==> config.mk <==
export PLATFORM = sky130hd
export DESIGN_NAME = shuffled_park_miller_rng_top_flat
export DESIGN_NICKNAME = d
export VERILOG_FILES = /design/src/hdl/spmr_pkg.sv /design/src/hdl/spmr_if.sv /design/src/hdl/spmr_ctrl.sv /design/src/hdl/spmr_dp.sv /design/src/hdl/shuffled_park_miller_rng_top.sv /design/src/flat_wrapper.sv
export SDC_FILE = /design/constraint.sdc
export NUM_CORES = 2
export LEC_CHECK = 0
export ABC_AREA = 1
export BUFFER_PORTS_ARGS = -buffer_cell sky130_fd_sc_hd__buf_2
export CELL_PAD_IN_SITES_DETAIL_PLACEMENT = 1
export CELL_PAD_IN_SITES_GLOBAL_PLACEMENT = 1
export CORE_AREA = 2 2 318 320
export CTS_CLUSTER_DIAMETER = 100
export DETAILED_ROUTE_END_ITERATION = 7
export DIE_AREA = 0 0 320 322
export GPL_TIMING_DRIVEN = 0
export PLACE_DENSITY_LB_ADDON = 0.1
export SKIP_CTS_REPAIR_TIMING = 1
export SYNTH_ARGS = -nofsm -noshare
export SYNTH_HDL_FRONTEND = slang
export SYNTH_SLANG_ARGS = --single-unit
==> constraint.sdc <==
create_clock -name i_clk -period 13.9 [get_ports i_clk]
set_input_delay 0.695 -clock i_clk [delete_from_list [all_inputs] [get_ports i_clk]]
set_output_delay 0.695 -clock i_clk [all_outputs]
set_load 0.05 [all_outputs]
==> src/hdl/spmr_pkg.sv <==
// Shared types, constants and the Lehmer step function of the shuffled Park-Miller generator.
package spmr_pkg;

    localparam int unsigned TableSize = 32;
    localparam int unsigned WordW     = 31;

    localparam logic [14:0]    MulA    = 15'd16807;
    localparam logic [30:0]    ModM    = 31'h7FFF_FFFF;
    localparam longint unsigned ModMVal = 64'd2147483647;

    localparam logic CmdDraw = 1'b0;
    localparam logic CmdSeed = 1'b1;

    typedef logic [WordW-1:0] t_word;

    typedef struct packed {
        logic load_seed;
        logic warm_init;
        logic warm_step;
        logic draw_step;
        logic slot_fix;
        logic tbl_read;
        logic swap;
    } t_dp_cmd;

    typedef struct packed {
        logic so_zero;
        logic warm_last;
        logic out_busy;
    } t_dp_status;

    // x' = 16807 * x mod (2^31 - 1), folded at the Mersenne modulus
    function automatic t_word lehmer_step(input t_word x);
        logic [45:0] p;
        logic [31:0] s;
        p = 46'(x) * 46'(MulA);
        s = {1'b0, p[30:0]} + 32'(p[45:31]);
        if (s >= {1'b0, ModM}) begin
            s = s - {1'b0, ModM};
        end
        return s[30:0];
    endfunction

endpackage

==> src/hdl/spmr_if.sv <==
// Valid/ready channel interfaces for the command input and the value output.
interface spmr_in_if;
    logic                valid;
    logic                ready;
    logic                cmd;
    spmr_pkg::t_word     seed;

    modport source (output valid, output cmd, output seed, input ready);
    modport sink   (input valid, input cmd, input seed, output ready);
endinterface

interface spmr_out_if;
    logic                valid;
    logic                ready;
    spmr_pkg::t_word     value;

    modport source (output valid, output value, input ready);
    modport sink   (input valid, input value, output ready);
endinterface

==> src/hdl/spmr_ctrl.sv <==
// Control state machine: sequences seeding, table warm-up and shuffled draws.
module spmr_ctrl (
    input  logic                  i_clk,
    input  logic                  i_rst_n,
    input  logic                  i_in_valid,
    input  logic                  i_in_cmd,
    output logic                  o_in_ready,
    output spmr_pkg::t_dp_cmd     o_cmd,
    input  spmr_pkg::t_dp_status  i_status
);
    import spmr_pkg::*;

    typedef enum logic [2:0] {
        S_IDLE,
        S_WINIT,
        S_WARM,
        S_STEP,
        S_FIX,
        S_READ,
        S_SWAP
    } t_state;

    t_state r_state;
    t_state n_state;
    logic   w_accept;

    assign o_in_ready = (r_state == S_IDLE);
    assign w_accept   = i_in_valid && o_in_ready;

    always_comb begin
        n_state = r_state;
        o_cmd   = '0;
        unique case (r_state)
            S_IDLE: begin
                if (w_accept) begin
                    if (i_in_cmd == CmdSeed) begin
                        o_cmd.load_seed = 1'b1;
                    end else if (i_status.so_zero) begin
                        n_state = S_WINIT;
                    end else begin
                        n_state = S_STEP;
                    end
                end
            end
            S_WINIT: begin
                o_cmd.warm_init = 1'b1;
                n_state         = S_WARM;
            end
            S_WARM: begin
                o_cmd.warm_step = 1'b1;
                if (i_status.warm_last) begin
                    n_state = S_STEP;
                end
            end
            S_STEP: begin
                o_cmd.draw_step = 1'b1;
                n_state         = S_FIX;
            end
            S_FIX: begin
                o_cmd.slot_fix = 1'b1;
                n_state        = S_READ;
            end
            S_READ: begin
                o_cmd.tbl_read = 1'b1;
                n_state        = S_SWAP;
            end
            S_SWAP: begin
                if (!i_status.out_busy) begin
                    o_cmd.swap = 1'b1;
                    n_state    = S_IDLE;
                end
            end
            default: n_state = S_IDLE;
        endcase
    end

    always_ff @(posedge i_clk) begin
        if (!i_rst_n) begin
            r_state <= S_IDLE;
        end else begin
            r_state <= n_state;
        end
    end

endmodule

==> src/hdl/spmr_dp.sv <==
// Datapath: generator state, shuffle table, slot divider and output register.
module spmr_dp #(
    parameter int unsigned TABLE_SIZE = spmr_pkg::TableSize
) (
    input  logic                  i_clk,
    input  logic                  i_rst_n,
    input  spmr_pkg::t_dp_cmd     i_cmd,
    output spmr_pkg::t_dp_status  o_status,
    input  spmr_pkg::t_word       i_seed,
    output logic                  o_out_valid,
    output spmr_pkg::t_word       o_out_value,
    input  logic                  i_out_ready
);
    import spmr_pkg::*;

    localparam int unsigned     AW      = (TABLE_SIZE > 1) ? $clog2(TABLE_SIZE) : 1;
    localparam int unsigned     CW      = $clog2(TABLE_SIZE + 8);
    localparam int unsigned     QW      = $clog2(TABLE_SIZE) + 2;
    localparam int unsigned     PW      = QW + WordW;
    localparam longint unsigned SlotDiv = 1 + (ModMVal - 1) / TABLE_SIZE;
    localparam longint unsigned Recip   = (64'd1 << WordW) / SlotDiv;

    t_word           r_lcg;
    t_word           r_so;
    logic [CW-1:0]   r_cnt;
    logic [QW-1:0]   r_qest;
    logic [AW-1:0]   r_slot;
    t_word           r_rd;
    logic            r_ov;
    t_word           r_oval;
    t_word           r_mem [TABLE_SIZE];

    t_word           w_next;
    t_word           w_fixed;
    logic [PW-1:0]   w_prod_a;
    logic [PW-1:0]   w_prod_b;
    logic [PW-1:0]   w_rem;
    logic [QW-1:0]   w_q;
    logic [QW-1:0]   w_qsat;
    logic            w_we;
    logic [AW-1:0]   w_waddr;

    assign w_next   = lehmer_step(r_lcg);
    assign w_fixed  = ((r_lcg == '0) || (r_lcg == ModM)) ? t_word'(1) : r_lcg;

    assign w_prod_a = PW'(r_so) * PW'(Recip);
    assign w_prod_b = PW'(r_qest) * PW'(SlotDiv);
    assign w_rem    = PW'(r_so) - w_prod_b;
    assign w_q      = (w_rem >= PW'(SlotDiv)) ? r_qest + QW'(1) : r_qest;
    assign w_qsat   = (w_q > QW'(TABLE_SIZE - 1)) ? QW'(TABLE_SIZE - 1) : w_q;

    assign w_we     = (i_cmd.warm_step && (r_cnt < CW'(TABLE_SIZE))) || i_cmd.swap;
    assign w_waddr  = i_cmd.swap ? r_slot : r_cnt[AW-1:0];

    always_ff @(posedge i_clk) begin
        if (w_we) begin
            r_mem[w_waddr] <= i_cmd.swap ? r_lcg : w_next;
        end
        if (i_cmd.tbl_read) begin
            r_rd <= r_mem[r_slot];
        end
    end

    always_ff @(posedge i_clk) begin
        if (i_cmd.warm_init) begin
            r_cnt <= CW'(TABLE_SIZE + 7);
        end else if (i_cmd.warm_step) begin
            r_cnt <= r_cnt - CW'(1);
        end
        if (i_cmd.draw_step) begin
            r_qest <= w_prod_a[PW-1:WordW];
        end
        if (i_cmd.slot_fix) begin
            r_slot <= w_qsat[AW-1:0];
        end
        if (i_cmd.swap) begin
            r_oval <= r_rd;
        end
    end

    always_ff @(posedge i_clk) begin
        if (!i_rst_n) begin
            r_lcg <= t_word'(1);
            r_so  <= '0;
            r_ov  <= 1'b0;
        end else begin
            priority if (i_cmd.load_seed) begin
                r_lcg <= i_seed;
                r_so  <= '0;
            end else if (i_cmd.warm_init) begin
                r_lcg <= w_fixed;
            end else if (i_cmd.warm_step || i_cmd.draw_step) begin
                r_lcg <= w_next;
                if (i_cmd.warm_step && (r_cnt == '0)) begin
                    r_so <= w_next;
                end
            end else if (i_cmd.swap) begin
                r_so <= r_rd;
            end else begin
                r_lcg <= r_lcg;
            end
            if (i_cmd.swap) begin
                r_ov <= 1'b1;
            end else if (i_out_ready) begin
                r_ov <= 1'b0;
            end
        end
    end

    assign o_status.so_zero   = (r_so == '0);
    assign o_status.warm_last = (r_cnt == '0);
    assign o_status.out_busy  = r_ov && !i_out_ready;

    assign o_out_valid = r_ov;
    assign o_out_value = r_oval;

endmodule

==> src/hdl/shuffled_park_miller_rng_top.sv <==
// Top level of the shuffled minimal-standard (Park-Miller, Bays-Durham) generator.
// Input channel i_in carries a transaction with cmd and seed. cmd 1 loads seed
// into the generator and clears the held shuffle word; it returns nothing and
// the block is ready again in the next cycle. cmd 0 requests one draw and
// returns exactly one transaction on o_out carrying a 31-bit value.
// A draw runs from acceptance to o_out.valid through the generator step with
// its 16807 multiply alongside the slot divide by reciprocal multiply, the
// correction, the registered table read, and the swap. One draw is in flight at
// a time, so a new draw is accepted only after the last one has swapped.
// The first draw after reset or after a seed also runs warm-up first,
// one generator step per cycle, filling the table.
// Reset puts the generator state at 1 and clears the held word, so the first
// draw always warms up; the table itself is not cleared.
// o_out has a one-entry output register. The next transaction is taken while
// a result waits; if the receiver stalls, the following draw holds in its
// final step until the register frees.
module shuffled_park_miller_rng_top #(
    parameter int unsigned TABLE_SIZE = spmr_pkg::TableSize
) (
    input  logic        i_clk,
    input  logic        i_rst_n,
    spmr_in_if.sink     i_in,
    spmr_out_if.source  o_out
);
    import spmr_pkg::*;

    t_dp_cmd    w_cmd;
    t_dp_status w_status;
    logic       w_in_ready;

    assign i_in.ready = w_in_ready;

    spmr_ctrl u_ctrl (
        .i_clk      (i_clk),
        .i_rst_n    (i_rst_n),
        .i_in_valid (i_in.valid),
        .i_in_cmd   (i_in.cmd),
        .o_in_ready (w_in_ready),
        .o_cmd      (w_cmd),
        .i_status   (w_status)
    );

    spmr_dp #(
        .TABLE_SIZE (TABLE_SIZE)
    ) u_dp (
        .i_clk       (i_clk),
        .i_rst_n     (i_rst_n),
        .i_cmd       (w_cmd),
        .o_status    (w_status),
        .i_seed      (i_in.seed),
        .o_out_valid (o_out.valid),
        .o_out_value (o_out.value),
        .i_out_ready (o_out.ready)
    );

endmodule
==> src/flat_wrapper.sv <==
// flat-port wrapper written by rule: the top's interface ports become plain ports
module shuffled_park_miller_rng_top_flat import spmr_pkg::*;
#(
    parameter int unsigned TABLE_SIZE = spmr_pkg::TableSize
)
  (i_clk, i_rst_n, i_in_valid, i_in_cmd, i_in_seed, i_in_ready, o_out_valid, o_out_value, o_out_ready);
  spmr_in_if i_in_i ();
  spmr_out_if o_out_i ();
  input  logic i_clk;
  input  logic i_rst_n;
  input wire logic [$bits(i_in_i.valid)-1:0] i_in_valid;
  input wire logic [$bits(i_in_i.cmd)-1:0] i_in_cmd;
  input wire logic [$bits(i_in_i.seed)-1:0] i_in_seed;
  output wire logic [$bits(i_in_i.ready)-1:0] i_in_ready;
  output wire logic [$bits(o_out_i.valid)-1:0] o_out_valid;
  output wire logic [$bits(o_out_i.value)-1:0] o_out_value;
  input wire logic [$bits(o_out_i.ready)-1:0] o_out_ready;
  assign i_in_i.valid = i_in_valid;
  assign i_in_i.cmd = i_in_cmd;
  assign i_in_i.seed = i_in_seed;
  assign i_in_ready = i_in_i.ready;
  assign o_out_valid = o_out_i.valid;
  assign o_out_value = o_out_i.value;
  assign o_out_i.ready = o_out_ready;
  shuffled_park_miller_rng_top #(.TABLE_SIZE(TABLE_SIZE)) u_core (.i_clk(i_clk), .i_rst_n(i_rst_n), .i_in(i_in_i), .o_out(o_out_i));
endmodule
Word-level counts from Yosys, hierarchy flattened
Memory sizes are Yosys's and may differ from the RTL's. A register that Yosys moved wholly into a read port is not among the register bits.
Index checks and enable logic that the tools add are counted.
{ "op_classes": {"n_reduce_logical": 19, "eq_ne": 13, "n_mux": 31, "n_lt_le_gt_ge": 4, "bitwise_logic": 2, "mul": 1, "add_sub_neg": 5} }
{ "ops": {"columns": ["op", "count"], "rows": [
  ["31-bit two-way mux", 9],
  ["31-bit logical NOT", 2],
  ["31-bit by 15-bit multiplier with 46-bit output (second input constant)", 1],
  ["38-bit by 27-bit greater-or-equal comparator with 1-bit output (second input constant)", 1],
  ["31-bit by 15-bit adder with 32-bit output", 1],
  ["32-bit by 31-bit greater-or-equal comparator with 1-bit output (second input constant)", 1],
  ["31-bit by 31-bit subtractor with 32-bit output", 1],
  ["31-bit equality test (second input constant)", 1],
  ["31-bit subtractor (second input constant)", 1],
  ["3-bit case mux with 7 select lines", 1],
  ["1-bit two-way mux", 14],
  ["3-bit two-way mux", 4],
  ["3-bit equality test (second input constant)", 3],
  ["5-bit by 1-bit adder with 6-bit output (second input constant)", 1],
  ["3-bit by 2-bit equality test with 1-bit output (second input constant)", 2],
  ["6-bit by 5-bit > comparator with 1-bit output (second input constant)", 1],
  ["6-bit logical NOT", 1],
  ["6-bit less-than comparator (second input constant)", 1],
  ["6-bit two-way mux", 1],
  ["2-bit != test (second input constant)", 3],
  ["6-bit by 1-bit subtractor with 6-bit output (second input constant)", 1],
  ["5-bit two-way mux", 1],
  ["1-bit logical AND", 4],
  ["2-bit by 1-bit != test with 1-bit output (second input constant)", 2],
  ["other kinds (13)", 17]
]} }
{ "word_totals": {"out_inout_bits": 33, "ramBits": 992, "regBits": 113, "inputBits": 36, "memories": 1} }
{ "memory_table": {"columns": ["memory", "words", "width", "read_ports", "rd_clocked_by_memory_dff", "write_ports", "line", "text"], "rows": [
  ["u_core.u_dp.r_mem", 32, 31, 1, 1, 1, "spmr_dp.sv:31", "t_word r_mem [TABLE_SIZE];"]
]} }

Depth between registers and ports, before layout
{ "logic_depth": {"word_depth": 7, "depth_mapped": 54, "mapped_depth_nobuf": 53} }

By module
From an unflattened synthesis, not the netlist that was laid out.
{ "unflattened": {"hier_cells": 5077, "area_unflattened_um2": 55783.5} }
{ "modules_own_cells": {"columns": ["module", "area_each_um2", "cells_each", "n_inst"], "rows": [
  ["spmr_dp", 55510.7, 5038, 1],
  ["spmr_ctrl", 272.8, 39, 1]
]} }

Worst setup path after synthesis
OpenSTA, ideal clock, no wires.
{ "synth_timing": {"kind": "register to register", "from": "register u_core.u_dp.r_lcg[25]", "to": "memory u_core.u_dp.r_mem[0][29] in the netlist's numbering (data pin)", "period_less_slack_ps": 9226, "n_path_buf": 1, "setup_slack_ps": 4674, "stages_incl_launch_ff": 45, "setup_ps": 454, "arrival_ps": 8772, "t_required_ps": 13446, "cell_sequence": "dfxtp_1 > inv_1 > fa_1 > inv_1 > ha_1 > inv_1 > fa_1 > inv_1 > fa_1 > fa_1 > inv_1 > fa_1 > inv_1 > ha_1 > nand2_1 > nor2_1 > and3_1 > nand3_1 > [9 not listed] > xor2_1 > ha_1 > nand2_1 > nor4_1 > nand2_1 > nand2_1 > nand3_1 > nor2_4 > xor2_1 > nor2_1 > nand3_2 > nor2_4 > nand2_4 > nand2_4 > nand2_2 > buf_6 > nand2_1 > o21ai_0"} }
{ "synth_via": {"elab_chain_len": 5} }
{ "synth_rtl": {"columns": ["item", "line", "text"], "rows": [
  ["start: declaration", "spmr_dp.sv:23", "t_word r_lcg;"],
  ["start signal: assignment", "spmr_dp.sv:83", "r_lcg <= t_word'(1);"],
  ["start signal: assignment", "spmr_dp.sv:88", "r_lcg <= i_seed;"],
  ["start signal: assignment", "spmr_dp.sv:91", "r_lcg <= w_fixed;"],
  ["31-bit by 15-bit multiplier with 46-bit output *", "spmr_pkg.sv:36", "p = 46'(x) * 46'(MulA);"],
  ["31-bit by 15-bit adder with 32-bit output *", "spmr_pkg.sv:37", "s = {1'b0, p[30:0]} + 32'(p[45:31]);"],
  ["31-bit subtractor / 32-bit by 31-bit greater-or-equal comparator with 1-bit output (equally long branches)", "spmr_pkg.sv:39, spmr_pkg.sv:38", null],
  ["31-bit two-way mux *", "spmr_pkg.sv:38", "if (s >= {1'b0, ModM}) begin"],
  ["31-bit two-way mux *", "spmr_dp.sv:57", "r_mem[w_waddr] <= i_cmd.swap ? r_lcg : w_next;"],
  ["end: declaration", "spmr_dp.sv:31", null]
]} }
Mark *: on every way between the ends. The rest lies on a longest branch, timed or not.

Worst setup path after layout
{ "layout_timing": {"from": "register u_core.u_dp.r_lcg[10]", "to": "memory u_core.u_dp.r_mem[6][18] in the netlist's numbering (data pin)"} }
The elaborated chain is that of the path after synthesis.

==> flow_summary.yaml <==
timing:
  unrepaired_setup_endpoints_after_global_routing: "no"
  maxSlewViolCount: 11
  min_period_over_period_pct: 82.5
  report.final.setup_viol: 0
  fmaxAchievable_ghz: 0.0872
  hold_violations: 0
  worst_clock_skew_ps: 50.4
  worst_pin_slew_ps: 1540
  period_needed_ps: 11460
  post-route-worst-setup-slack_ps: 2440
  timing.slew.headroom_pct: -2.53
final_layout:
  final_core_utilization_pct: 63.6
  fillCellCount: 10209
  layout.cells.most_common: "sky130_fd_sc_hd__edfxtp_1"
  area_delta_synth_final_pct: 13.9
  final_cell_mix: "sky130_fd_sc_hd__edfxtp_1, sky130_fd_sc_hd__nor2_1, sky130_fd_sc_hd__o21ai_0"
  drive_gt1_share_pct: 8.10
  final_net_count: 5669
logic_synthesis:
  syn_avg_cell_area_um2: 11.1
  ys_seq_elements: 1136
  ys.warnings.count: 0
  ys_types: 50
  synthesis.area_um2: 55500
  postSynthNetCount: 5416
  synth_enable_flop_cells: 1064
  synth_ff_type: "sky130_fd_sc_hd__edfxtp_1"
  synth.yosys.seq_area_share_pct: 60.1
  post_synth_inst_count: 5019
  synthArstFlopShare_pct: 0
place:
  placement.io_buffers: 68
  detailedPlace.worstSlack_ps: 2860
  detailedPlacementHpwl_mm: 169
  gpl.final_weighted_congestion: 0.989
worst_setup_path:
  maximum_fanout_along_the_worst_path: 24
  worst_path_largest_cell_delay_ps: 810
  crit_path_top_delay_cell: "sky130_fd_sc_hd__a21boi_0"
  cp_data_arrival_time_ps: 12010
  worst_setup_path_start_kind: "register"
  setup.worst_path.end_class: "register"
  worst-endpoint-required_ps: 14450
  worstSetupPathType: "register to register"
detailed_routing:
  drt_pre_antenna_iters: 8
  wire_length_per_cell_after_detailed_routing_um: 34.7
  viasPerCell: 6.85
  routed_wl_mm: 232
  dr.first_iter.drc_count: 7408
  dr_total_vias: 45733
  ant_nets: 0
  drc: 0
status:
  run_status: "finished, violations left"
  failing_checks: "max-capacitance violations, max-slew violations"
clock_tree:
  clkLatencyLatePin_ps: 750
  tritoncts_num_sinks: 1136
  clock-root-buffer: "sky130_fd_sc_hd__clkbuf_16"
  max-clock-path-buffers: 3
  clock_h_tree_levels: 3
  clkTransAtPathRegs_ps: 70
  cts-buffers-inserted: 112
  cts_tree: "built"
floorplanning:
  placement_rows: 116
  die_x_um: 320
  starting_density_of_the_core_pct: 55.8
  die_area_um2: 103000
  core_um2: 99600
  fp.dieH_um: 322
  floorplan.io_pins: 69
global_routing:
  grt_pass1_vias: 45933
  grt_util_met3_pct: 14.4
  grt_first_pass_wirelength_mm: 324
  grt_max_degree: 41
  groute.usage.overall_pct: 44.5
  grt_util_met2_pct: 66.8
  grt_remaining_overflow: 0
  gr_peak_layer: "met2"
  grt_use_met1_pct: 56.0
  grt_antenna_before_repair: 25
min_path:
  min_path_type: "primary input to register"
run:
  drv_cap: 1
==> state kept, by name, summed over array words and instances (netlist names) <==
name,flops
u_core.u_dp.r_rd,31
u_core.u_dp.o_out_value,31
u_core.u_dp.r_slot,5
u_core.u_dp.r_cnt,6
u_core.u_dp.r_qest,5
u_core.u_ctrl.r_state,3
u_core.u_dp.o_out_valid,1
u_core.u_dp.r_lcg,31
u_core.u_dp.r_so,31
u_core.u_dp.r_mem,992
==> final timing paths <==
check | start | endpoint | slack, ps | depth (start not counted)
worst max-delay path | u_core.u_dp.r_lcg[10] | u_core.u_dp.r_mem[6][18] | 2440 | 47
worst min-delay path | i_in_seed[22] | u_core.u_dp.r_lcg[22] | 250 | 3
worst max register to register | u_core.u_dp.r_lcg[10] | u_core.u_dp.r_mem[6][18] | 2440 | 47
worst min register to register | u_core.u_dp.r_rd[2] | u_core.u_dp.o_out_value[2] | 450 | 0
==> critical path, delay by kind of cell, from the launching register on <==
family | cells | cell delay (ps)
AOI/OAI and AO/OA | 4 | 1690
buffers and inverters | 12 | 1350
and+or+nand+nor | 21 | 2900
DFF | 1 | 640
adders and majority gates | 8 | 3480
xor gates and xnor gates | 2 | 1130
==> through the flow <==
stage | cells | TNS, ps | cell area (µm²) | hold slack (ps)
after floorplan | 5019 | 0 | 55500 | 427
after global placement | 6385 | -97360 | 57500 | 434
after detailed placement | 6454 | 0 | 59600 | 438
after CTS | 6664 | 0 | 63200 | 241
after global routing | 6667 | 0 | 63300 | 265
final | 6674 | 0 | 63300 | 252
==> logic make-up (layout without fill, tap and decap cells) <==
family	after synthesis	count (layout)	share of synthesized area, %
AO/OA/AOI/OAI	1099	1099	11.8
XOR/XNOR	57	57	0.926
adder cells (fa/ha/maj)	361	361	9.96
buffers and inverters	754	1103	5.15
flip-flops	1136	1136	60.1
other	0	8	0
AND/OR/NAND/NOR	1612	1612	12.1
==> layer usage <==
| layer | share of wire (%) | wire length (µm) | vias up |
|---|---|---|---|
| met5 | 0.060 | 138 | - |
| met4 | 7.6 | 17500 | 18 |
| met3 | 14 | 32400 | 1023 |
| met2 | 43 | 100000 | 3791 |
| met1 | 35 | 81500 | 22619 |
| li1 | - | - | 18282 |
==> synth_stat cells, types with 2 or more instances <==
library cell | number | area [µm²]
sky130_fd_sc_hd__o211ai_1 | 11 | 82.6
sky130_fd_sc_hd__o21ai_1 | 2 | 10.0
sky130_fd_sc_hd__a32oi_1 | 27 | 236
sky130_fd_sc_hd__nand4_1 | 31 | 194
sky130_fd_sc_hd__inv_2 | 5 | 18.8
sky130_fd_sc_hd__ha_1 | 226 | 2830
sky130_fd_sc_hd__clkbuf_1 | 239 | 897
sky130_fd_sc_hd__a21o_1 | 3 | 22.5
sky130_fd_sc_hd__nor2_1 | 748 | 2810
sky130_fd_sc_hd__a21oi_1 | 145 | 726
sky130_fd_sc_hd__o21a_1 | 2 | 15.0
sky130_fd_sc_hd__dfxtp_1 | 72 | 1440
sky130_fd_sc_hd__nand3_1 | 229 | 1150
sky130_fd_sc_hd__clkinv_1 | 5 | 18.8
sky130_fd_sc_hd__nor2_2 | 10 | 62.6
sky130_fd_sc_hd__edfxtp_1 | 1064 | 32000
sky130_fd_sc_hd__nor4_1 | 12 | 75.1
sky130_fd_sc_hd__nor3_1 | 17 | 85.1
sky130_fd_sc_hd__o221ai_1 | 194 | 1700
sky130_fd_sc_hd__o21ai_0 | 614 | 3070
sky130_fd_sc_hd__fa_1 | 135 | 2700
sky130_fd_sc_hd__a31oi_1 | 31 | 194
sky130_fd_sc_hd__nand3b_1 | 2 | 15.0
sky130_fd_sc_hd__inv_1 | 491 | 1840
sky130_fd_sc_hd__buf_2 | 2 | 10.0
sky130_fd_sc_hd__nand2_2 | 22 | 138
sky130_fd_sc_hd__nor2_4 | 10 | 113
sky130_fd_sc_hd__buf_1 | 9 | 33.8
sky130_fd_sc_hd__xor2_1 | 44 | 385
sky130_fd_sc_hd__nand2_1 | 519 | 1950
sky130_fd_sc_hd__xnor2_1 | 11 | 96.3
sky130_fd_sc_hd__nand2_4 | 4 | 45.0
sky130_fd_sc_hd__o21bai_1 | 3 | 22.5
sky130_fd_sc_hd__buf_6 | 2 | 22.5
sky130_fd_sc_hd__o22ai_1 | 55 | 344
sky130_fd_sc_hd__a311oi_1 | 2 | 17.5
sky130_fd_sc_hd__a221oi_1 | 6 | 52.6
sky130_fd_sc_hd__nand3_2 | 3 | 30.0
==> cell type report <==
cell class / count / area, µm² / area share [%]
Clock inverter: 81 / 682 / 1.08
Tap cell: 1298 / 1620 / 2.57
Multi-Input combinational cell: 3129 / 19900 / 31.4
Inverter: 501 / 1880 / 2.97
Sequential cell: 1136 / 33400 / 52.8
Timing Repair Buffer: 139 / 1910 / 3.01
Clock buffer: 129 / 2920 / 4.61
Buffer: 253 / 980 / 1.55
Antenna cell: 8 / 20.0 / 0.0316
Power is left out: the tool's default activity adds up to more than one toggle a clock period on the data nets, which glitch-free logic cannot reach.
